--- src/rtl/plc_pkg.sv ---
// Shared constants and types for the piecewise linear curve core.
// Used by plc_front, plc_queue, plc_back and piecewise_linear_curve_core.
package plc_pkg;

    localparam int MAX_POINTS = 7;
    localparam int PT_W       = $clog2(MAX_POINTS + 1);
    localparam int CFG_IDX_W  = $clog2(MAX_POINTS + 1);
    localparam int CFG_W      = 64;
    localparam int VAL_W      = 32;

    // register indexes: count first, then one per breakpoint
    localparam logic [CFG_IDX_W-1:0] REG_POINT_COUNT = '0;

    // job kinds
    localparam logic JOB_DIRECT = 1'b0;
    localparam logic JOB_INTERP = 1'b1;

    // job queue between front and back
    localparam int QDEPTH = 2;
    localparam int QAW    = $clog2(QDEPTH);

    // divider: quotient bits retired per cycle
    localparam int DIV_BITS_PER_CYC = 2;
    localparam int DIV_STEPS        = VAL_W / DIV_BITS_PER_CYC;
    localparam int DIV_CNT_W        = $clog2(DIV_STEPS);

    typedef logic [MAX_POINTS-1:0][CFG_W-1:0] t_points;

    typedef struct packed {
        logic             kind;  // JOB_DIRECT or JOB_INTERP
        logic [VAL_W-1:0] value; // direct result, or y of the segment start
        logic             neg;   // slope falls
        logic [VAL_W-1:0] mag;   // |dy|
        logic [VAL_W-1:0] t;     // x - x_i
        logic [VAL_W-1:0] dx;    // x_(i+1) - x_i
    } t_job;

endpackage

--- src/rtl/plc_back.sv ---
// Back end: multiply, iterative divide and result strobe for each job.
// Depends on plc_pkg.
module plc_back (
    input  logic                       i_clk,
    input  logic                       i_rst_n,
    input  logic                       i_empty,
    input  plc_pkg::t_job              i_job,
    output logic                       o_pop,
    output logic                       o_valid,
    output logic [plc_pkg::VAL_W-1:0]  o_curve_value
);

    localparam logic [1:0] B_IDLE = 2'd0;
    localparam logic [1:0] B_MUL  = 2'd1;
    localparam logic [1:0] B_DIV  = 2'd2;
    localparam logic [1:0] B_OUT  = 2'd3;

    logic [1:0]                       r_state;
    logic [plc_pkg::VAL_W-1:0]        r_val, r_mag, r_t, r_dx;
    logic                             r_neg;
    logic [plc_pkg::VAL_W-1:0]        r_rem, r_quo, n_rem, n_quo;
    logic [plc_pkg::DIV_CNT_W-1:0]    r_cnt;
    logic                             r_valid;
    logic [plc_pkg::VAL_W-1:0]        r_y;

    assign o_pop         = (r_state == B_IDLE) && !i_empty;
    assign o_valid       = r_valid;
    assign o_curve_value = r_y;

    // DIV_BITS_PER_CYC restoring steps; the remainder stays below the divisor
    always_comb begin
        logic [plc_pkg::VAL_W:0] trial;
        n_rem = r_rem;
        n_quo = r_quo;
        for (int s = 0; s < plc_pkg::DIV_BITS_PER_CYC; s++) begin
            trial = {n_rem, n_quo[plc_pkg::VAL_W-1]};
            if (trial >= {1'b0, r_dx}) begin
                trial = trial - {1'b0, r_dx};
                n_quo = {n_quo[plc_pkg::VAL_W-2:0], 1'b1};
            end else begin
                n_quo = {n_quo[plc_pkg::VAL_W-2:0], 1'b0};
            end
            n_rem = trial[plc_pkg::VAL_W-1:0];
        end
    end

    always_ff @(posedge i_clk) begin
        if (!i_rst_n) begin
            r_state <= B_IDLE;
            r_valid <= 1'b0;
            r_cnt   <= '0;
        end else begin
            r_valid <= 1'b0;
            case (r_state)
                B_IDLE: begin
                    if (!i_empty) begin
                        r_state <= (i_job.kind == plc_pkg::JOB_INTERP) ? B_MUL : B_OUT;
                    end
                end
                B_MUL: begin
                    r_cnt   <= '0;
                    r_state <= B_DIV;
                end
                B_DIV: begin
                    r_cnt <= r_cnt + 1'b1;
                    if (r_cnt == plc_pkg::DIV_CNT_W'(plc_pkg::DIV_STEPS - 1)) begin
                        r_state <= B_OUT;
                    end
                end
                B_OUT: begin
                    r_valid <= 1'b1;
                    r_state <= B_IDLE;
                end
                default: r_state <= B_IDLE;
            endcase
        end
    end

    always_ff @(posedge i_clk) begin
        case (r_state)
            B_IDLE: begin
                r_val <= i_job.value;
                r_neg <= i_job.neg;
                r_mag <= i_job.mag;
                r_t   <= i_job.t;
                r_dx  <= i_job.dx;
                r_rem <= '0;
                r_quo <= '0;
            end
            B_MUL: begin
                // product high word is below dx since t <= dx
                {r_rem, r_quo} <= (2*plc_pkg::VAL_W)'(r_mag) *
                                  (2*plc_pkg::VAL_W)'(r_t);
            end
            B_DIV: begin
                r_rem <= n_rem;
                r_quo <= n_quo;
            end
            B_OUT: begin
                r_y <= r_neg ? (r_val - r_quo) : (r_val + r_quo);
            end
            default: begin
                r_rem <= r_rem;
            end
        endcase
    end

endmodule

--- config.mk ---
export PLATFORM = sky130hd
export DESIGN_NAME = plc_back
export DESIGN_NICKNAME = d
export VERILOG_FILES = /design/src/rtl/plc_pkg.sv /design/src/rtl/plc_back.sv
export SDC_FILE = /design/constraint.sdc
export NUM_CORES = 2
export LEC_CHECK = 0
export ABC_AREA = 1
export BUFFER_PORTS_ARGS = -buffer_cell sky130_fd_sc_hd__buf_2
export CORE_MARGIN = 1
export CORE_UTILIZATION = 66
export CTS_BUF_LIST = sky130_fd_sc_hd__clkbuf_4 sky130_fd_sc_hd__clkbuf_8 sky130_fd_sc_hd__clkbuf_16
export CTS_CLUSTER_DIAMETER = 60
export DETAILED_ROUTE_END_ITERATION = 6
export GPL_TIMING_DRIVEN = 1
export PLACE_DENSITY = 0.9
export SLEW_MARGIN = 20
export SYNTH_ARGS = -nofsm -noshare
export SYNTH_HDL_FRONTEND = slang
export SYNTH_SLANG_ARGS = --single-unit
--- constraint.sdc ---
create_clock -name i_clk -period 9.5 [get_ports i_clk]
set_input_delay 1.425 -clock i_clk [delete_from_list [all_inputs] [get_ports i_clk]]
set_output_delay 1.425 -clock i_clk [all_outputs]
set_load 0.005 [all_outputs]
==> out/metrics.cfg <==
[status]
status = finished, violations left
violations = design-rule violations

[critical_path]
cp.required_ps = 9930
critPathBufInv = 6
crit_cells = 26
path_class = reg2reg
cpLargestDelayFamily = adder cells
cp-end-kind = flip-flop
crit_start = r_mag[10]$_DFFE_PN_
r2r-start = r_mag[10]$_DFFE_PN_
cp.arrival_ps = 8980
reg2reg_slack_ps = 950
crit_fanout = 24
start_kind = flip-flop
cp_common_cell = fa_1
crit_end = r_rem[25]$_DFFE_PP_
crit_slowest_cell = edfxtp_1
r2r_cells = 26
slowest_delay_ps = 1140
timing.rr.end = r_rem[25]$_DFFE_PP_

[timing]
max_freq_ghz = 0.117
slew_headroom = 0.116
fin_tns_setup_ps = 0
worst_pin_slew_ps = 1330
setup_viol = 0
rsz0062_at_grt = false
period_share = 0.900
finalHoldViolCount = 0
slew_viol_final = 0
fin_skew_ps = 35.3
min_period_ps = 8550
fin_hold_ws_ps = 515

[clock_tree]
clock_latency_ps = 630
cts.repair.resized = 0
clockBufferDepth = 3
cts_sinks = 232
cts_tree = done
numCtsBuffers = 40
htreeDepth = 2
post_cts_buffers = 0
cts-root-buf = clkbuf_16
cts_hold_buf = 0
clk_pin_slew_ps = 70

[synth]
synth.cell_area_um2 = 50200
async_flop_share = 0
synth_top_family_by_area = adder cells
syn_nets = 7890
synth_compound_area_frac = 0.0541
synth-edff-count = 225
synth.area.mux_share = 0
yosys.area_share.simple = 0.185
synth_cells = 6492
ys_ff_latch = 232
synth_xor_area_frac = 0.0188
synthFlopType = edfxtp_1
syn_area_per_cell_um2 = 7.74
seq_area_frac_synth = 0.137
ys_warn_count = 0
yosys.area_share.adder = 0.449
synthDistinctLibCells = 50

[drt]
detail_route.wirelength_mm = 170
drt_iter0_drc = 4925
vias = 44500
antenna_left = 0
vias_per_cell = 5.86
drc_errors = 5
firstDrtPassIters = 7
wl_per_cell_um = 22.4

[hold_path]
worstHoldPathType = reg2reg

[global_routing]
grt_max_degree = 60
antenna_found_initial = 3
grt_pass1_vias = 46600
track_usage = 0.449
grt_pass1_wl_mm = 260
gr-total-overflow = 0

[die]
dieWidth_um = 278
core_area_um2 = 74800
die_area_um2 = 77200
die_y_um = 278
pin_count = 167
start_util = 0.671
core.rowCount = 100

[job]
drv_cap = 0

[layout]
fillCellCount = 5506
most-common-layout-cells = inv_1 (1843), nand2_1 (1718), fa_1 (899)
final_common_cell = inv_1
nets = 7995
layout-drive-gt1-share = 0.0597
post-route-cell-area_um2 = 53800
area_growth_pct = 7.02

[placement]
dp_hpwl_mm = 138
dpl_cell_area_um2 = 52300
gp_congestion = 1.13
io_buffers = 166

-- kinds of logic (layout without fill, tap and decap cells) --
family,after synthesis,count (layout)
AND/OR/NAND/NOR,2323,2323
flip-flops,232,232
adder cells (fa/ha/maj),1265,1265
other,0,1
AO/OA/AOI/OAI,494,494
buffers and inverters,2070,2207
XOR/XNOR,108,108
-- stage by stage --
step / setup WS, ps / utilization / instances
5_1_grt: 601 / 0.719 / 7599
3_5_place_dp: 1220 / 0.699 / 7521
6_report: 948 / 0.719 / 7599
3_3_place_gp: 1310 / 0.699 / 7521
4_1_cts: 1140 / 0.718 / 7595
2_1_floorplan: 2810 / - / 6492
-- final cells by class --
cell class              count  area, µm²  area share
diodes                      1       2.50   0.0000465
clock buffers              45       1040      0.0194
clock inverters            29        387     0.00719
inverters                1847       6930       0.129
multi-input cells        4190      35500       0.661
flip-flops and latches    232       6900       0.128
well taps                 969       1210      0.0226
repair buffers            286       1750      0.0326
-- synthesized netlist by cell type, types with 3 or more instances --
| cell | number | area share |
|---|---|---|
| a211oi_1 | 5 | 0.00075 |
| buf_6 | 5 | 0.0011 |
| a221oi_1 | 3 | 0.00052 |
| o21ai_0 | 148 | 0.015 |
| edfxtp_1 | 225 | 0.13 |
| dfxtp_1 | 7 | 0.0028 |
| xor2_1 | 68 | 0.012 |
| o22ai_1 | 16 | 0.0020 |
| o21bai_1 | 20 | 0.0030 |
| and3_1 | 3 | 0.00037 |
| a21boi_0 | 11 | 0.0016 |
| nand3b_1 | 9 | 0.0013 |
| inv_1 | 1844 | 0.14 |
| xnor2_1 | 40 | 0.0070 |
| a31oi_1 | 14 | 0.0017 |
| nand3_1 | 196 | 0.020 |
| nor4_1 | 9 | 0.0011 |
| ha_1 | 366 | 0.091 |
| clkbuf_1 | 208 | 0.016 |
| and2_1 | 5 | 0.00062 |
| nor2_1 | 286 | 0.021 |
| buf_2 | 8 | 0.00080 |
| or2_2 | 17 | 0.0021 |
| nand4_1 | 30 | 0.0037 |
| a21oi_1 | 224 | 0.022 |
| a21o_1 | 15 | 0.0022 |
| nor3_1 | 32 | 0.0032 |
| o21a_1 | 8 | 0.0012 |
| fa_1 | 899 | 0.36 |
| o31ai_1 | 4 | 0.00060 |
| o21ai_1 | 16 | 0.0016 |
| nand2_1 | 1718 | 0.13 |
| nand2_2 | 7 | 0.00087 |
-- worst min path at each step --
| stage | startpoint | end | slack [ps] | cells past startpoint |
|---|---|---|---|---|
| final | r_cnt[1]$_SDFFE_PN0P_ | r_cnt[1]$_SDFFE_PN0P_ | 510 | 2 |
| after global routing | r_cnt[1]$_SDFFE_PN0P_ | r_cnt[1]$_SDFFE_PN0P_ | 540 | 2 |
| after CTS | r_cnt[1]$_SDFFE_PN0P_ | r_cnt[1]$_SDFFE_PN0P_ | 520 | 2 |
| after detailed placement | r_cnt[1]$_SDFFE_PN0P_ | r_cnt[1]$_SDFFE_PN0P_ | 510 | 2 |
| after global placement | r_cnt[1]$_SDFFE_PN0P_ | r_cnt[1]$_SDFFE_PN0P_ | 480 | 2 |
| after floorplan | r_cnt[1]$_SDFFE_PN0P_ | r_cnt[1]$_SDFFE_PN0P_ | 460 | 2 |
-- worst register-to-register path, cell delays in order, from the launching register on --
cell and delay, ps:
edfxtp_1 1140, buf_4 360, nand2_1 90, inv_1 110, fa_1 460, fa_1 490, fa_1 550, inv_1 50
fa_1 480, inv_1 80, fa_1 460, ha_1 310, fa_1 520, fa_1 450, ha_1 600, nand2_1 200
nor2_1 170, inv_1 70, nor2_1 140, inv_1 90, nor4_1 340, nand2_1 110, nand2_1 240, nand3_1 150
nand3b_1 120, nand3_1 310, a21oi_1 280
-- per-layer routing --
metal	wire (µm)	vias to the layer above	GRT usage
li1	-	19200	-
met1	59200	21300	0.555
met2	78400	3056	0.715
met3	20400	948	0.109
met4	12300	6	0.271
met5	42	-	0
-- flip-flops by register name, indices dropped and copies added, names as in the netlist --
register       flops
o_valid            1
r_state            2
r_mag             32
r_dx              32
r_quo             32
r_rem             32
r_val             32
r_t               32
r_cnt              4
r_neg              1
o_curve_value     32
Power is not shown: default switching activity piles up to over one toggle a cycle in this logic, so the estimate is an artifact.
