$ cat config.mk
export PLATFORM = sky130hd
export DESIGN_NAME = plc_queue
export DESIGN_NICKNAME = d
export VERILOG_FILES = /design/src/rtl/plc_pkg.sv /design/src/rtl/plc_queue.sv
export SDC_FILE = /design/constraint.sdc
export NUM_CORES = 1
export LEC_CHECK = 0
export BUFFER_PORTS_ARGS = -buffer_cell sky130_fd_sc_hd__buf_2
export CORE_UTILIZATION = 40
export CTS_CLUSTER_SIZE = 10
export DETAILED_ROUTE_END_ITERATION = 8
export MAX_ROUTING_LAYER = met4
export PLACE_DENSITY = 0.72
export SYNTH_ARGS = -nofsm -noshare
export SYNTH_HDL_FRONTEND = slang
export SYNTH_SLANG_ARGS = --single-unit
$ cat constraint.sdc
create_clock -name i_clk -period 24.6 [get_ports i_clk]
set_clock_uncertainty 0.05 [all_clocks]
set_input_delay 6.15 -clock i_clk [delete_from_list [all_inputs] [get_ports i_clk]]
set_output_delay 6.15 -clock i_clk [all_outputs]
set_load 0.02 [all_outputs]
$ cat src/rtl/plc_pkg.sv
// Shared constants and types for the piecewise linear curve core.
// Used by plc_front, plc_queue, plc_back and piecewise_linear_curve_core.
package plc_pkg;

    localparam int MAX_POINTS = 7;
    localparam int PT_W       = $clog2(MAX_POINTS + 1);
    localparam int CFG_IDX_W  = $clog2(MAX_POINTS + 1);
    localparam int CFG_W      = 64;
    localparam int VAL_W      = 32;

    // register indexes: count first, then one per breakpoint
    localparam logic [CFG_IDX_W-1:0] REG_POINT_COUNT = '0;

    // job kinds
    localparam logic JOB_DIRECT = 1'b0;
    localparam logic JOB_INTERP = 1'b1;

    // job queue between front and back
    localparam int QDEPTH = 2;
    localparam int QAW    = $clog2(QDEPTH);

    // divider: quotient bits retired per cycle
    localparam int DIV_BITS_PER_CYC = 2;
    localparam int DIV_STEPS        = VAL_W / DIV_BITS_PER_CYC;
    localparam int DIV_CNT_W        = $clog2(DIV_STEPS);

    typedef logic [MAX_POINTS-1:0][CFG_W-1:0] t_points;

    typedef struct packed {
        logic             kind;  // JOB_DIRECT or JOB_INTERP
        logic [VAL_W-1:0] value; // direct result, or y of the segment start
        logic             neg;   // slope falls
        logic [VAL_W-1:0] mag;   // |dy|
        logic [VAL_W-1:0] t;     // x - x_i
        logic [VAL_W-1:0] dx;    // x_(i+1) - x_i
    } t_job;

endpackage

$ cat src/rtl/plc_queue.sv
// Short job queue between front end and back end.
// Depends on plc_pkg.
module plc_queue (
    input  logic           i_clk,
    input  logic           i_rst_n,
    input  logic           i_push,
    input  plc_pkg::t_job  i_wdata,
    input  logic           i_pop,
    output plc_pkg::t_job  o_rdata,
    output logic           o_empty,
    output logic           o_full
);

    plc_pkg::t_job               r_mem [plc_pkg::QDEPTH];
    logic [plc_pkg::QAW-1:0]     r_wp, r_rp;
    logic [plc_pkg::QAW:0]       r_cnt;

    assign o_empty = (r_cnt == '0);
    assign o_full  = (r_cnt == (plc_pkg::QAW+1)'(plc_pkg::QDEPTH));
    assign o_rdata = r_mem[r_rp];

    always_ff @(posedge i_clk) begin
        if (i_push) begin
            r_mem[r_wp] <= i_wdata;
        end
    end

    always_ff @(posedge i_clk) begin
        if (!i_rst_n) begin
            r_wp  <= '0;
            r_rp  <= '0;
            r_cnt <= '0;
        end else begin
            if (i_push) r_wp <= r_wp + 1'b1;
            if (i_pop)  r_rp <= r_rp + 1'b1;
            case ({i_push, i_pop})
                2'b10:   r_cnt <= r_cnt + 1'b1;
                2'b01:   r_cnt <= r_cnt - 1'b1;
                default: r_cnt <= r_cnt;
            endcase
        end
    end

endmodule

==> flow_summary.yaml, run 1 <==
detailed_routing:
  dr.pass1.iters: 4
  drc: 0
  routedLengthMet1_um: 7050
  dr.first_iter.drc_count: 288
  routed_wl_um: 18000
  top_layer: "met4"
  wl_per_cell_um: 17.2
  route.met2.wl_um: 9220
  ant_nets: 0
  viasPerCell: 4.68
  vias: 4914
  met3_length_um: 1310
clock_tree:
  cts_resized: 0
  cts_made_buffers: 30
  root_buffer: "clkbuf_16"
  cts_tree: "yes"
  cts_sinks: 265
  cts_hold_buf: 0
  clkLatencyLatePin_ns: 0.53
  cts_max_level: 1
  clock_path_buffers: 3
  clk_pin_slew_ns: 0.05
  post_cts_buffers: 0
floorplanning:
  rows: 56
  die_w_um: 157
  die_area_um2: 24600
  io_pins: 266
  initial_core_util_pct: 40.8
  die_h_um: 157
  coreArea_um2: 23500
timing:
  max_freq_mhz: 109
  finalSetupViolCount: 0
  period_needed_ns: 9.14
  timing.final.ws_setup_ns: 15.46
  final_max_slew_viol_count: 0
  tightest_slew_ns: 0.959
  period_share_pct: 37.2
  rsz0062_at_grt: "no"
  hold_violations: 0
  setup_tns_ns: 0
  slew_headroom_pct: 36.1
  fin_hold_ws_ns: 0.455
placed_design:
  dp_hpwl_um: 11400
  placed_area_um2: 11300
  dp_slack_ns: 15.95
  io_buffers: 265
  gp_congestion: 0.719
global_routing:
  grt_pass1_vias: 5134
  grt_first_pass_wirelength_um: 26400
  grt_remaining_overflow: 0
  antenna_found_initial: 4
  grt_use_total_pct: 14.5
  grt_max_degree: 71
synthesis:
  ys_seq_elements: 265
  ys_warn_count: 0
  synthTopCellsByArea: "edfxtp_1 81%, mux2_2 15%, dfxtp_1 1.0%, buf_4 0.78%, and2_1 0.26%"
  syn_avg_cell_area_um2: 22.5
  synthCells: 426
  yosysUniqueCellTypes: 17
  ys_seq_area_share_pct: 82.5
  synth_edf_count: 260
  synth_most_common_cell: "edfxtp_1"
  synth_async_sr_flop_share_pct: 0
  synth_top_area_share_pct: 81.5
  synth_ff_type: "edfxtp_1"
  synth_nets: 561
  netlist_area_um2: 9580
  yosysTopAreaCell: "edfxtp_1"
  synth_common_cells: "260 x edfxtp_1, 130 x mux2_2, 10 x buf_4, 5 x dfxtp_1"
cells_and_area:
  finalInstanceArea_um2: 12100
  areaGrowthSynthToFinish_pct: 26.3
  utilization_pct: 51.5
  drive_gt1_share_pct: 59.7
  nets: 848
outcome:
  status: "complete, no violations"
critical_path:
  cp_num_buf_inv: 2
  path_cells: "buf_4 > mux2_2 > buf_2"
  cp.required_ns: 18.40
  endpoint_kind: "output port"
  path_class: "reg2out"
  cp.arrival_ns: 2.94
  cpPeakStageDelay_ns: 0.94
  cp-start-kind: "flip-flop"
  path_max_fanout: 66
  path_delay_family: "buffers and inverters"
  cpMaxStageDelayCell: "dfxtp_4"
pwr:
  ir_drop_uv: 63.2
  p_per_area_nw_per_um2: 85.0
  power.leakage_nw: 4.48
hold_path:
  hold_path.class: "reg2reg"
flow_run:
  drv_cap: 0
worst min-delay path, stage by stage, from the launching register on:
cell and delay, ns:
dfxtp_1 0.32, o21ai_0 0.07, a21boi_1 0.06
cells by family (layout without fill, tap and decap cells):
| family | Yosys count | in the layout | share of synthesized area, % |
|---|---|---|---|
| other | 0 | 4 | 0 |
| muxes | 130 | 130 | 15.3 |
| AOI/OAI and AO/OA | 3 | 3 | 0.209 |
| xor gates and xnor gates | 3 | 3 | 0.274 |
| buffers and inverters | 15 | 316 | 1.03 |
| DFF | 265 | 265 | 82.5 |
| and+or+nand+nor | 9 | 9 | 0.562 |
| adders and majority gates | 1 | 1 | 0.131 |
through the flow:
step | std cells | power [mW]
3_5_place_dp | 1000 | 0.654
2_1_floorplan | 426 | 0.614
6_report | 1050 | 1.03
4_1_cts | 1046 | 1.04
3_3_place_gp | 1000 | 0.651
5_1_grt | 1050 | 1.07
path summary, 6_finish.rpt:
check,start,slack [ns],end,cells past startpoint
min,r_cnt[1]$_SDFFE_PN0P_,0.46,r_cnt[1]$_SDFFE_PN0P_,2
max reg2reg,r_wp$_SDFFE_PN0P_,22.13,r_mem[1][55]$_DFFE_PP_,2
max,flip-flop,15.46,o_rdata[128],3
min reg2reg,r_cnt[1]$_SDFFE_PN0P_,0.46,r_cnt[1]$_SDFFE_PN0P_,2
report_power, final:
| part | total, mW | switching, mW | internal [mW] |
|---|---|---|---|
| Sequential | 0.532 | 0.00952 | 0.523 |
| Combinational | 0.111 | 0.0646 | 0.0464 |
| Clock | 0.385 | 0.157 | 0.228 |
| Total | 1.03 | 0.231 | 0.797 |
metal layers:
layer | track usage, % | vias up
li1 | - | 2276
met1 | 16.1 | 2414
met2 | 25.0 | 186
met3 | 3.99 | 38
met4 | 5.14 | 0
met5 | - | -
registers in the layout, indices dropped and copies added, names as in the netlist, named ones only:
| name | cells |
|---|---|
| r_cnt | 2 |
| r_mem | 260 |
| r_rp | 1 |
| r_wp | 1 |
placed cells by master (no fill, tap or decap):
cell type,netlist,final
diode_2,0,4
clkbuf_1,0,15
dfxtp_1,5,4
nor2_4,0,1
or3_1,1,1
edfxtp_1,260,260
mux2_2,130,130
inv_1,1,1
and2_1,4,3
a21boi_1,1,1
and2b_2,1,1
buf_2,4,265
nor2_1,2,1
nor2b_1,1,1
o21a_1,1,1
buf_4,10,4
o21ai_0,1,1
and2_4,0,1
xor2_1,1,1
dfxtp_4,0,1
ha_1,1,1
clkbuf_16,0,31
xnor2_1,2,2
final cells by class:
class / count / area [um2]
timing repair buffer: 269 / 1360
fill: 1904 / 11400
sequential: 265 / 7910
multi-input combinational: 146 / 1590
tap: 319 / 399
inverter: 1 / 3.75
clock buffer: 46 / 832
antenna: 4 / 10.0
Note: power is estimated with default switching activity, not from simulation.
==> run 2: changes to the inputs <==
==> constraint.sdc (replaced) <==
create_clock -name i_clk -period 9.6 [get_ports i_clk]
set_clock_uncertainty 0.05 [all_clocks]
set_input_delay 2.4 -clock i_clk [delete_from_list [all_inputs] [get_ports i_clk]]
set_output_delay 2.4 -clock i_clk [all_outputs]
set_load 0.02 [all_outputs]
==> flow_summary.yaml, run 2 (synthesis results as in run 1) <==
outcome:
  status: "complete, no violations"
clock_tree:
  cts_sinks: 265
  cts_hold_buf: 0
  cts_max_level: 1
  cts_made_buffers: 30
  clkLatencyLatePin_ns: 0.53
  clock_path_buffers: 3
  post_cts_buffers: 0
  cts_resized: 0
  cts_tree: "yes"
  root_buffer: "clkbuf_16"
  clk_pin_slew_ns: 0.05
floorplanning:
  initial_core_util_pct: 40.8
  coreArea_um2: 23500
  die_h_um: 157
  rows: 56
  io_pins: 266
  die_area_um2: 24600
  die_w_um: 157
pwr:
  power.leakage_nw: 4.49
  p_per_area_nw_per_um2: 217
  ir_drop_uv: 132
cells_and_area:
  finalInstanceArea_um2: 12100
  layout_commonest_cell: "buf_2"
  mostFrequentLayoutCells: "265 x buf_2, 260 x edfxtp_1, 130 x mux2_2, 31 x clkbuf_16, 13 x clkbuf_1"
  drive_gt1_share_pct: 59.9
  regMostFlops: "r_mem"
  nets: 848
  seq_area_um2: 7910
  areaGrowthSynthToFinish_pct: 26.2
  fillers: 1936
  largest_reg_flops: 260
  multi_input_area_um2: 1590
  utilization_pct: 51.5
  reg.largest.list: "r_mem x260, r_cnt x2"
timing:
  slew_headroom_pct: 36.3
  tightest_slew_ns: 0.955
  period_needed_ns: 5.36
  period_share_pct: 55.8
  final_max_slew_viol_count: 0
  finalSetupViolCount: 0
  max_freq_mhz: 187
  hold_violations: 0
  rsz0062_at_grt: "no"
  setup_tns_ns: 0
detailed_routing:
  dr.first_iter.drc_count: 232
  drc: 0
  dr.pass1.iters: 4
  ant_nets: 0
  viasPerCell: 4.65
  wl_per_cell_um: 17.1
  vias: 4877
  routed_wl_um: 17900
hold_path:
  hold_path.class: "reg2reg"
critical_path:
  cp.arrival_ns: 2.91
  cp-start-kind: "flip-flop"
  cpPeakStageDelay_ns: 0.90
  path_max_fanout: 66
  path_class: "reg2out"
  cpMaxStageDelayCell: "dfxtp_4"
  cp.required_ns: 7.15
  path_cells: "buf_4 > mux2_2 > buf_2"
  endpoint_kind: "output port"
global_routing:
  grt_pass1_vias: 5136
  antenna_found_initial: 4
  grt_remaining_overflow: 0
  grt_first_pass_wirelength_um: 26400
  grt_max_degree: 71
  grt_use_total_pct: 14.4
placed_design:
  placed_area_um2: 11300
  io_buffers: 265
  dp_hpwl_um: 11300
  gp_congestion: 0.715
flow_run:
  drv_cap: 0
==> run 2: final cells by class <==
type                    instances  share of cell area, %
flip-flops and latches        265                   65.4
diodes                          4                 0.0827
inverters                       1                 0.0310
well taps                     319                   3.30
multi-input cells             146                   13.1
clock inverters                 1                 0.0414
clock buffers                  44                   6.82
repair buffers                269                   11.2
==> run 2: power by group <==
part / leakage, nW / switching, mW / internal (mW) / total (mW)
sequential: 2.48 / 0.0240 / 1.34 / 1.36
combinational: 1.60 / 0.165 / 0.119 / 0.284
clock: 0.401 / 0.402 / 0.581 / 0.983
total: 4.49 / 0.591 / 2.04 / 2.63
==> run 2: metrics by stage <==
stage          cells  worst slack [ns]  hold slack [ns]  power (mW)
2_1_floorplan    426             0.991            0.416        1.57
3_3_place_gp    1000              4.69            0.431        1.67
3_5_place_dp    1000              4.67            0.452        1.68
4_1_cts         1045              4.10            0.459        2.67
5_1_grt         1049              3.98            0.489        2.72
6_report        1049              4.24            0.457        2.63
==> run 2: path summary, 6_finish.rpt <==
check	startpoint	endpoint	slack, ns	cells after the start
worst max-delay path	flip-flop	o_rdata[38]	4.24	3
worst min-delay path	r_cnt[1]$_SDFFE_PN0P_	r_cnt[1]$_SDFFE_PN0P_	0.46	2
worst max register to register	r_wp$_SDFFE_PN0P_	r_mem[1][83]$_DFFE_PP_	7.09	2
worst min register to register	r_cnt[1]$_SDFFE_PN0P_	r_cnt[1]$_SDFFE_PN0P_	0.46	2
==> run 2: worst max-delay path: cells and delay by family, from the launching register on <==
family / cells / cell delay, ns
DFF: 1 / 0.90
buffers and inverters: 2 / 0.96
muxes: 1 / 0.43
==> run 2: metal layers <==
| layer | GRT usage [%] | vias to the layer above | share of wire [%] |
|---|---|---|---|
| li1 | - | 2268 | - |
| met3 | 3.68 | 34 | 6.8 |
| met2 | 25.1 | 184 | 51 |
| met4 | 4.90 | 0 | 2.2 |
| met5 | - | - | 0 |
| met1 | 16.0 | 2391 | 40 |
