File: src/rtl/plc_pkg.sv
// Shared constants and types for the piecewise linear curve core.
// Used by plc_front, plc_queue, plc_back and piecewise_linear_curve_core.
package plc_pkg;

    localparam int MAX_POINTS = 7;
    localparam int PT_W       = $clog2(MAX_POINTS + 1);
    localparam int CFG_IDX_W  = $clog2(MAX_POINTS + 1);
    localparam int CFG_W      = 64;
    localparam int VAL_W      = 32;

    // register indexes: count first, then one per breakpoint
    localparam logic [CFG_IDX_W-1:0] REG_POINT_COUNT = '0;

    // job kinds
    localparam logic JOB_DIRECT = 1'b0;
    localparam logic JOB_INTERP = 1'b1;

    // job queue between front and back
    localparam int QDEPTH = 2;
    localparam int QAW    = $clog2(QDEPTH);

    // divider: quotient bits retired per cycle
    localparam int DIV_BITS_PER_CYC = 2;
    localparam int DIV_STEPS        = VAL_W / DIV_BITS_PER_CYC;
    localparam int DIV_CNT_W        = $clog2(DIV_STEPS);

    typedef logic [MAX_POINTS-1:0][CFG_W-1:0] t_points;

    typedef struct packed {
        logic             kind;  // JOB_DIRECT or JOB_INTERP
        logic [VAL_W-1:0] value; // direct result, or y of the segment start
        logic             neg;   // slope falls
        logic [VAL_W-1:0] mag;   // |dy|
        logic [VAL_W-1:0] t;     // x - x_i
        logic [VAL_W-1:0] dx;    // x_(i+1) - x_i
    } t_job;

endpackage

File: src/rtl/plc_front.sv
// Front end: takes a control word, finds the curve segment and emits a job.
// Depends on plc_pkg.
module plc_front (
    input  logic                       i_clk,
    input  logic                       i_rst_n,
    input  logic                       i_start,
    input  logic [plc_pkg::VAL_W-1:0]  i_control_value,
    output logic                       o_busy,
    input  logic [plc_pkg::PT_W-1:0]   i_point_count,
    input  plc_pkg::t_points           i_points,
    output logic                       o_push,
    output plc_pkg::t_job              o_job,
    input  logic                       i_full
);

    localparam logic [1:0] F_IDLE = 2'd0;
    localparam logic [1:0] F_CLS  = 2'd1;
    localparam logic [1:0] F_PUSH = 2'd2;

    logic [1:0]                      r_phase, n_phase;
    logic [plc_pkg::VAL_W-1:0]       r_x;
    logic                            r_kind, n_kind;
    logic [plc_pkg::PT_W-1:0]        r_seg, n_seg;
    logic [plc_pkg::VAL_W-1:0]       r_val, n_val;

    logic [plc_pkg::PT_W-1:0]        n_pts;
    logic [plc_pkg::PT_W-1:0]        last;
    logic signed [plc_pkg::VAL_W-1:0] x_s;

    function automatic logic signed [plc_pkg::VAL_W-1:0] px(
        input plc_pkg::t_points p, input logic [plc_pkg::PT_W-1:0] k);
        return p[k][2*plc_pkg::VAL_W-1:plc_pkg::VAL_W];
    endfunction

    function automatic logic signed [plc_pkg::VAL_W-1:0] py(
        input plc_pkg::t_points p, input logic [plc_pkg::PT_W-1:0] k);
        return p[k][plc_pkg::VAL_W-1:0];
    endfunction

    assign o_busy = (r_phase != F_IDLE);
    assign x_s    = r_x;
    assign n_pts  = (i_point_count > plc_pkg::PT_W'(plc_pkg::MAX_POINTS)) ?
                    plc_pkg::PT_W'(plc_pkg::MAX_POINTS) : i_point_count;
    assign last   = n_pts - 1'b1;

    // classify: clamp ends, else first matching segment, else zero
    always_comb begin
        n_kind = plc_pkg::JOB_DIRECT;
        n_seg  = '0;
        n_val  = '0;
        if (n_pts == '0) begin
            n_val = '0;
        end else if (x_s <= px(i_points, '0)) begin
            n_val = py(i_points, '0);
        end else if (x_s >= px(i_points, last)) begin
            n_val = py(i_points, last);
        end else begin
            for (int i = plc_pkg::MAX_POINTS - 2; i >= 0; i--) begin
                if ((i + 1 < int'(n_pts)) &&
                    (x_s > px(i_points, plc_pkg::PT_W'(i))) &&
                    (x_s <= px(i_points, plc_pkg::PT_W'(i + 1)))) begin
                    n_kind = plc_pkg::JOB_INTERP;
                    n_seg  = plc_pkg::PT_W'(i);
                end
            end
        end
    end

    // job build from the registered segment
    logic signed [plc_pkg::VAL_W-1:0] xa, xb, ya, yb;
    logic signed [plc_pkg::VAL_W:0]   dy;
    logic        [plc_pkg::VAL_W:0]   dy_mag;

    always_comb begin
        xa     = px(i_points, r_seg);
        xb     = px(i_points, r_seg + 1'b1);
        ya     = py(i_points, r_seg);
        yb     = py(i_points, r_seg + 1'b1);
        dy     = {yb[plc_pkg::VAL_W-1], yb} - {ya[plc_pkg::VAL_W-1], ya};
        dy_mag = dy[plc_pkg::VAL_W] ? (~dy + 1'b1) : dy;

        o_job.kind = r_kind;
        if (r_kind == plc_pkg::JOB_INTERP) begin
            o_job.value = ya;
            o_job.neg   = dy[plc_pkg::VAL_W];
        end else begin
            o_job.value = r_val;
            o_job.neg   = 1'b0;
        end
        o_job.mag = dy_mag[plc_pkg::VAL_W-1:0];
        o_job.t   = x_s - xa;
        o_job.dx  = xb - xa;
    end

    assign o_push = (r_phase == F_PUSH) && !i_full;

    always_comb begin
        n_phase = r_phase;
        case (r_phase)
            F_IDLE: if (i_start) n_phase = F_CLS;
            F_CLS:  n_phase = F_PUSH;
            F_PUSH: if (!i_full) n_phase = F_IDLE;
            default: n_phase = F_IDLE;
        endcase
    end

    always_ff @(posedge i_clk) begin
        if (!i_rst_n) begin
            r_phase <= F_IDLE;
        end else begin
            r_phase <= n_phase;
        end
    end

    always_ff @(posedge i_clk) begin
        if (r_phase == F_IDLE && i_start) begin
            r_x <= i_control_value;
        end
        if (r_phase == F_CLS) begin
            r_kind <= n_kind;
            r_seg  <= n_seg;
            r_val  <= n_val;
        end
    end

endmodule

File: config.mk
export PLATFORM = sky130hd
export DESIGN_NAME = plc_front
export DESIGN_NICKNAME = d
export VERILOG_FILES = /design/src/rtl/plc_pkg.sv /design/src/rtl/plc_front.sv
export SDC_FILE = /design/constraint.sdc
export NUM_CORES = 1
export LEC_CHECK = 0
export BUFFER_PORTS_ARGS = -buffer_cell sky130_fd_sc_hd__buf_2
export CELL_PAD_IN_SITES_DETAIL_PLACEMENT = 1
export CELL_PAD_IN_SITES_GLOBAL_PLACEMENT = 2
export CORE_UTILIZATION = 35
export CTS_BUF_LIST = sky130_fd_sc_hd__clkbuf_4 sky130_fd_sc_hd__clkbuf_8 sky130_fd_sc_hd__clkbuf_16
export DETAILED_ROUTE_END_ITERATION = 16
export GPL_TIMING_DRIVEN = 0
export PLACE_DENSITY_LB_ADDON = 0.1
export SLEW_MARGIN = 20
export SYNTH_ARGS = -nofsm -noshare
export SYNTH_HDL_FRONTEND = slang
export SYNTH_SLANG_ARGS = --single-unit
export TNS_END_PERCENT = 10
File: constraint.sdc
create_clock -name i_clk -period 11.5 [get_ports i_clk]
set_input_delay 1.725 -clock i_clk [delete_from_list [all_inputs] [get_ports i_clk]]
set_output_delay 1.725 -clock i_clk [all_outputs]
set_load 0.03 [all_outputs]
==> metrics.md, run 1 <==
| Metric | Value |
|---|---|
| Register clock-pin slew on the reported worst setup and hold paths | ~80 ps |
| Top flip-flop cell by instance count after synthesis | sky130_fd_sc_hd__edfxtp_1 |
| Highest cell delay on the worst timing path | around 900 ps |
| GRT Residual Overflow | 0 |
| Total die area | 73700 sq um |
| Global-route wire length before repair | about 210000 um |
| Power density of the placed cells | 127 nW/um^2 |
| Post-Syn Nets | ~3900 |
| Aggregate global-route resource usage | roughly two fifths |
| Hold Path Origin | r_phase[0] |
| Area of all placed cells without fillers | between 30000 and 40000 sq um |
| DR WL/cell | between 30 and 40 um |
| RSZ-0062 raised after global routing | false |
| Antenna Nets Post-Route | 0 |
| Vias in the first global route | about 31000 |
| Total negative slack for setup checks | 0 ps |
| Mean post-synth cell area | 8.27 sq um |
| Cell count after placement | approximately 4600 |
| CP max stage cell | sky130_fd_sc_hd__o21ai_0 |
| Routed Wire Length | 148000 um |
| Global placement routability congestion | about 1.1 |
| Post-Syn Instances | between 3000 and 4000 |
| Worst-margin pin slew | 1190 ps |
| I/O pin count | between 600 and 700 |
| Maximum number of pins on one net before global-route repair | 20 |
| Crit. path cell count | 22 |
| Worst supply voltage drop on vdd | around 0.00012 V |
| Origin of the critical flop-to-flop path | r_x[31] |
| Worst hold endpoint | r_phase[1] |
| Headroom to the max-slew limit | between 20% and 30% |
| Final hold slack | about 700 ps |
| Result of the run | complete, no violations |
| Cell chain of the critical path | ha_1, clkbuf_1, buf_1, clkbuf_1, buf_1, nand2_1, o21ai_0, a22oi_1, o21ai_0, ha_1, nor2b_1, o21ai_0, a21boi_0, o311a_1, o21ai_0, a21oi_1, a21oi_1, a311oi_1, a31oi_1, o21ai_0, xor2_1, buf_2 |
| Most repeated library cell on the critical path | sky130_fd_sc_hd__o21ai_0 |
| Number of DRC markers after the initial detailed-route iteration | 2680 |
| Portion of the clock cycle consumed by the worst path in the final layout | roughly 99% |
| Overall via count from detail_route | 30000 |
| Final worst clock skew | roughly 15 ps |
| Netlist Area Pre-Place | between 20000 and 30000 sq um |
| Maximum level of the CTS H-tree | 3 |
| Fillcell total | 8885 |
| DP Wirelength | between 100000 and 150000 um |
| Number of iterations in the first detailed-routing pass | 5 |
| EDFF count, synth | 68 |
| Floorplan die height | between 200 and 300 um |
| Fin nets | around 4500 |
| Remaining DRCs | 0 |
| Pins Over Slew Limit | 0 |
| Die boundary width | around 270 um |
| Clock insertion delay at the later pin of the skew report | between 400 and 500 ps |
| Top achievable clock speed | 87.7 MHz |
| PortBufs | ~620 |
| Synth warn | 0 |
| Initial standard-cell utilization of the core | a little over a third |
| Worst hold path class | flop to flop |
| Clock sink count | 70 |
| Core ar. | just over 70000 sq um |
| Critical path type | flop to output pin |
| Area after DPL | slightly below 30000 sq um |
| Endpoint of the most critical register-to-register path | r_val[11] |
| Worst Reg-to-Reg Cells | 10 |
| Critical Path RT | approximately 10000 ps |
| Buffer depth of the longest clock path | 2 |
| Flip-flop and latch count after synthesis | 70 |
| Cell depth of the worst hold path | 2 |
| Non-filler cells in the finished layout | about 4700 |
| Delay-heaviest family, CP | compound AO/OA/AOI/OAI gates |
| R2r setup slk | roughly 6400 ps |
| Number of buffers created by CTS | 9 |
| Asr flop ratio synth | 0% |
| Seq/Total Area, Yosys | 8.19% |
| Ratio of cells with drive above 1 in the final layout | between 20% and 30% |
| Hold Violations, Final | 0 |
| Biggest fanout along the worst timing path | 10 |
| Critical path endpoint category | output pin |
| Netlist cell types | between 80 and 90 |
| Max-capacitance violation count | 0 |
| Row count | around 100 |
| Drt via density | 6.41 |
| Crit path arrival time | between 9000 and 10000 ps |
| Initial antenna violation count | 33 |
| Synth-to-Final Area Change | 18.6% |
| Startpoint types | flop |
| Root buffer cell | sky130_fd_sc_hd__clkbuf_16 |
| TritonCTS clock tree | built |
| Minimum clock period after layout | ~11000 ps |
| Leakage | 14.4 nW |
| Count of buffer and inverter cells on the critical path | 5 |
| Endpoints failing setup | 0 |
| Buffers inserted by post-CTS timing repair | 0 |
## worst min-delay path: stages (launching register included)
cell and delay [ps]:
sky130_fd_sc_hd__dfxtp_1 340, sky130_fd_sc_hd__and3b_1 220, sky130_fd_sc_hd__o21a_1 110
## synthesized netlist by cell type (67+ instances only)
master | instances | share of area (%)
sky130_fd_sc_hd__inv_1 | 297 | 4.4
sky130_fd_sc_hd__nand2_1 | 241 | 3.6
sky130_fd_sc_hd__mux2i_1 | 131 | 5.2
sky130_fd_sc_hd__clkbuf_1 | 147 | 2.2
sky130_fd_sc_hd__o21ai_0 | 281 | 5.5
sky130_fd_sc_hd__mux2_2 | 69 | 3.1
sky130_fd_sc_hd__mux4_2 | 192 | 17
sky130_fd_sc_hd__ha_1 | 353 | 17
sky130_fd_sc_hd__o211ai_1 | 70 | 2.1
sky130_fd_sc_hd__a21o_1 | 161 | 4.8
sky130_fd_sc_hd__edfxtp_1 | 68 | 8.0
sky130_fd_sc_hd__a21oi_1 | 174 | 3.4
sky130_fd_sc_hd__nand4_1 | 67 | 1.6
sky130_fd_sc_hd__nor2_1 | 171 | 2.5
## metal layers
metal	wire length [um]	track usage, %	up-vias
met5	154	0	-
met3	10200	5.72	353
met1	59400	48.3	15100
met2	71300	66.0	1544
li1	-	-	13000
met4	7230	18.8	24
## final cells by class
| type | instances | area, sq um | area share (%) |
|---|---|---|---|
| Multi-Input combinational cell | 2518 | 21500 | 71.3 |
| Clock inverter | 6 | 93.8 | 0.311 |
| Sequential cell | 70 | 2080 | 6.91 |
| Inverter | 298 | 1120 | 3.71 |
| Timing Repair Buffer | 619 | 3130 | 10.4 |
| Antenna cell | 21 | 52.6 | 0.174 |
| Clock buffer | 10 | 233 | 0.772 |
| Tap cell | 950 | 1190 | 3.94 |
| Buffer | 187 | 744 | 2.47 |
## through the flow
step	power, mW	util, %	setup WS, ps
floorplan	2.32	-	3130
global placement	3.34	41.4	184
detailed placement	3.39	41.5	-28.7
CTS	3.79	42.0	185
global route	4.02	42.0	17.9
finish	3.84	42.0	91.6
## report_power, final
group / internal, mW / total (mW) / switching [mW]
registers: 0.309 / 0.345 / 0.0363
logic: 1.05 / 3.11 / 2.05
clock network: 0.195 / 0.385 / 0.190
## cells in the final DEF (no fill, tap or decap), types with 41 or more instances in the layout
master	count
sky130_fd_sc_hd__a21o_1	161
sky130_fd_sc_hd__a21oi_1	174
sky130_fd_sc_hd__a221oi_1	59
sky130_fd_sc_hd__a22oi_1	41
sky130_fd_sc_hd__buf_2	623
sky130_fd_sc_hd__clkbuf_1	139
sky130_fd_sc_hd__edfxtp_1	68
sky130_fd_sc_hd__ha_1	353
sky130_fd_sc_hd__inv_1	297
sky130_fd_sc_hd__mux2_2	69
sky130_fd_sc_hd__mux2i_1	131
sky130_fd_sc_hd__mux4_2	192
sky130_fd_sc_hd__nand2_1	241
sky130_fd_sc_hd__nand4_1	67
sky130_fd_sc_hd__nor2_1	169
sky130_fd_sc_hd__nor3_1	55
sky130_fd_sc_hd__o211ai_1	70
sky130_fd_sc_hd__o21ai_0	280
sky130_fd_sc_hd__xnor2_1	61
## logic make-up after synthesis
logic type,count (synthesis),share of synthesized area [%]
flops,70,8.19
mux,392,25.2
compound gates,970,25.2
xor+xnor,95,3.30
buf+inv,486,7.26
fa+ha+maj,356,17.6
simple gates,705,13.2
## how the worst max path moves through the flow
| stage | startpoint | end |
|---|---|---|
| after floorplan | r_seg[0] | o_job[95] |
| after global routing | r_seg[0] | o_job[30] |
| after detailed placement | r_seg[0] | o_job[88] |
| after global placement | r_seg[0] | o_job[30] |
| final | r_seg[1] | o_job[30] |
| after CTS | r_seg[0] | o_job[88] |
## flip-flops by register name, indices dropped and copies added (netlist names)
signal   flops
r_val       32
r_x         32
r_seg        3
r_phase      2
r_kind       1
## repair_timing
action / in CTS / in global routing
gates resized for setup: 3 / 1
setup endpoints to repair: 19 / 10
hold buffers: 0 / 0
Power figures use the tool's default switching activity.
==> run 2, diff against run 1 <==
--- a/config.mk
+++ b/config.mk
@@ -8,7 +8,7 @@
 export BUFFER_PORTS_ARGS = -buffer_cell sky130_fd_sc_hd__buf_2
 export CELL_PAD_IN_SITES_DETAIL_PLACEMENT = 1
 export CELL_PAD_IN_SITES_GLOBAL_PLACEMENT = 2
-export CORE_UTILIZATION = 35
+export CORE_UTILIZATION = 33
 export CTS_BUF_LIST = sky130_fd_sc_hd__clkbuf_4 sky130_fd_sc_hd__clkbuf_8 sky130_fd_sc_hd__clkbuf_16
 export DETAILED_ROUTE_END_ITERATION = 16
 export GPL_TIMING_DRIVEN = 0
==> constraint.sdc (replaced) <==
create_clock -name i_clk -period 10.5 [get_ports i_clk]
set_input_delay 1.575 -clock i_clk [delete_from_list [all_inputs] [get_ports i_clk]]
set_output_delay 1.575 -clock i_clk [all_outputs]
set_load 0.03 [all_outputs]
==> metrics.md, run 2 (synthesis results as in run 1) <==
| Metric | Value |
|---|---|
| Area used by sequential logic in the layout | 2080 sq um (unchanged) |
| Total negative slack for setup checks | 0 ps (unchanged) |
| Met1 Resource Use GR | 47.6% (-0.65 points) |
| Total die area | 78100 sq um (+6.0%) |
| Critical path type | flop to output pin |
| Top flop regs | r_val: 32 flops, r_x: 32 flops, r_seg: 3 flops |
| Ratio of cells with drive above 1 in the final layout | 25.7% (+0.12 points) |
| Remaining DRCs | 0 (unchanged) |
| Number of iterations in the first detailed-routing pass | 6 (+1) |
| Post-route core utilization | 39.9% (-2.2 points) |
| Cell chain of the critical path | ha_1, clkbuf_1, buf_1, clkbuf_1, clkdlybuf4s15_2, nand2_1, o21ai_0, a22oi_1, o21ai_0, ha_1, nor2b_1, o21ai_0, a21boi_0, o311a_1, o21ai_1, a21oi_1, a21oi_1, a311oi_1, a31oi_1, o21ai_0, xor2_1, buf_2 |
| Top achievable clock speed | around 96 MHz |
| Global routing met3 resource utilization | 7.66% (+1.9 points) |
| Initial antenna violation count | 44 (+33%) |
| Clock insertion delay at the later pin of the skew report | 420 ps (about the same) |
| Maximum number of pins on one net before global-route repair | 20 (unchanged) |
| Maximum level of the CTS H-tree | 3 (unchanged) |
| Final worst clock skew | 23.2 ps (+8.54 ps) |
| Aggregate global-route resource usage | 38.2% (-0.80 points) |
| Leakage | 14.4 nW (about the same) |
| Portion of the clock cycle consumed by the worst path in the final layout | 99.1% |
| Synth-to-Final Area Change | 19.3% |
| Pins Over Slew Limit | 0 (unchanged) |
| Max-capacitance violation count | 0 (unchanged) |
| PortBufs | 617 (unchanged) |
| Clock sink count | 70 (unchanged) |
| GR met2 Demand/Resource | 63.9% (-2.1 points) |
| Critical Path RT | 8930 ps (-850 ps) |
| Worst supply voltage drop on vdd | 0.0000986 V (-17%) |
| Result of the run | complete, no violations |
| Power density of the placed cells | 139 nW/um^2 (+9.3%) |
| Initial standard-cell utilization of the core | 33.4% (-2.0 points) |
| Headroom to the max-slew limit | 19.2% (-1.2 points) |
| Number of DRC markers after the initial detailed-route iteration | 2468 (-7.9%) |
| Root buffer cell | sky130_fd_sc_hd__clkbuf_16 |
| Most common library cell in the layout ignoring fill and taps | sky130_fd_sc_hd__buf_2 |
| Endpoints failing setup | 0 (unchanged) |
| Highest cell delay on the worst timing path | 870 ps (-20 ps) |
| Sum of internal, switching and leakage power | 4.22 mW (+9.9%) |
| Multi-input gate area | 21500 sq um (about the same) |
| CP max stage cell | sky130_fd_sc_hd__clkbuf_1 |
| DP Wirelength | 128000 um (+3.1%) |
| Hold Violations, Final | 0 (unchanged) |
| Critical path endpoint category | output pin |
| Final hold slack | 694 ps (-0.350 ps) |
| Biggest fanout along the worst timing path | 10 (unchanged) |
| Drt via density | 6.29 (-1.9%) |
| Number of buffers created by CTS | 9 (unchanged) |
| DR WL/cell | 32.1 um (+1.4%) |
| Routed Wire Length | 153000 um (+3.2%) |
| Worst hold path class | flop to flop |
| Die boundary width | 280 um (+3.0%) |
| Row count | 101 (+3.1%) |
| Antenna Nets Post-Route | 0 (unchanged) |
| Vias in the first global route | 30700 (+0.29%) |
| Buffers inserted by post-CTS timing repair | 0 (unchanged) |
| Fin nets | 4548 (+0.044%) |
| Most heavily used metal layer in global routing | met2 |
| GRT Residual Overflow | 0 (unchanged) |
| Most repeated library cell on the critical path | sky130_fd_sc_hd__o21ai_0 |
| Startpoint types | flop |
| Worst-margin pin slew | 1210 ps (+18.4 ps) |
| Core ar. | 76100 sq um (+6.1%) |
| Buffer depth of the longest clock path | 2 (unchanged) |
| Crit path arrival time | 8830 ps (-850 ps) |
| TritonCTS clock tree | built |
| Register clock-pin slew on the reported worst setup and hold paths | 90 ps (about the same) |
| Global placement routability congestion | 0.988 (-6.0%) |
| Most frequent cells in the layout | sky130_fd_sc_hd__buf_2, sky130_fd_sc_hd__ha_1, sky130_fd_sc_hd__inv_1 |
| Minimum clock period after layout | approximately 10000 ps |
| Floorplan die height | 280 um (+3.0%) |
| Fillcell total | 9409 (+5.9%) |
| RSZ-0062 raised after global routing | true |
| I/O pin count | 619 (unchanged) |
| Global-route wire length before repair | 217000 um (+2.9%) |
| Overall via count from detail_route | 30000 (-0.11%) |
run 2: cell types whose count changed in the layout (fill, tap and decap cells not counted), moves of 2 or more:
cell                              delta
sky130_fd_sc_hd__buf_1               -2
sky130_fd_sc_hd__clkdlybuf4s15_2     +3
sky130_fd_sc_hd__diode_2             +2
sky130_fd_sc_hd__clkbuf_2            -4
sky130_fd_sc_hd__clkbuf_1            +2
sky130_fd_sc_hd__buf_16              +2
sky130_fd_sc_hd__clkinv_2            +2
run 2: where the power goes:
part,switching (mW),internal [mW],leakage [nW]
Sequential,0.0389,0.338,0.660
Clock,0.202,0.186,0.146
Combinational,2.29,1.16,13.6
Total,2.53,1.68,14.4
run 2: per-stage QoR:
| stage | instances | cell area, sq um | setup WS [ps] |
|---|---|---|---|
| after floorplan | 3074 | 25400 | 2280 |
| after global placement | 4721 | 29800 | -896 |
| after detailed placement | 4725 | 29900 | -501 |
| after CTS | 4740 | 30200 | 26.4 |
| after global routing | 4754 | 30300 | -157 |
| final | 4763 | 30300 | 95.9 |
run 2: what timing repair did:
item / 4_1_cts / 5_1_grt
resized for setup: 10 / 6
hold buffers: 0 / 0
endpoints found under the setup margin: 51 / 12
run 2: worst max-delay path: cells and delay by family (launching register included):
kind	cells	cell delay, ps
AO/OA/AOI/OAI	12	3860
XOR/XNOR	1	190
adder cells (fa/ha/maj)	2	680
buffers and inverters	5	2950
flip-flops	1	500
AND/OR/NAND/NOR	2	230
run 2: final cells by class:
cell class / count / area share [%]
tap: 1030 / 4.25
inverter: 298 / 3.69
sequential: 70 / 6.87
buffer: 187 / 2.54
timing repair buffer: 621 / 10.5
multi-input combinational: 2518 / 71.0
antenna: 23 / 0.190
clock buffer: 9 / 0.743
clock inverter: 7 / 0.243
run 2: worst paths after layout:
check | start | endpoint | slack, ps | cells past startpoint
worst min-delay path | r_phase[0] | r_phase[1] | 690 | 2
worst max register to register | r_x[31] | r_val[3] | 5510 | 10
worst min register to register | r_phase[0] | r_phase[1] | 690 | 2
worst max-delay path | r_seg[1] | o_job[30] | 100 | 22
run 2: metal layers:
metal / routed length [um] / part of all wire, %
met1: 61500 / 40
met2: 72600 / 47
met3: 12200 / 8.0
met4: 6530 / 4.3
met5: 241 / 0.16
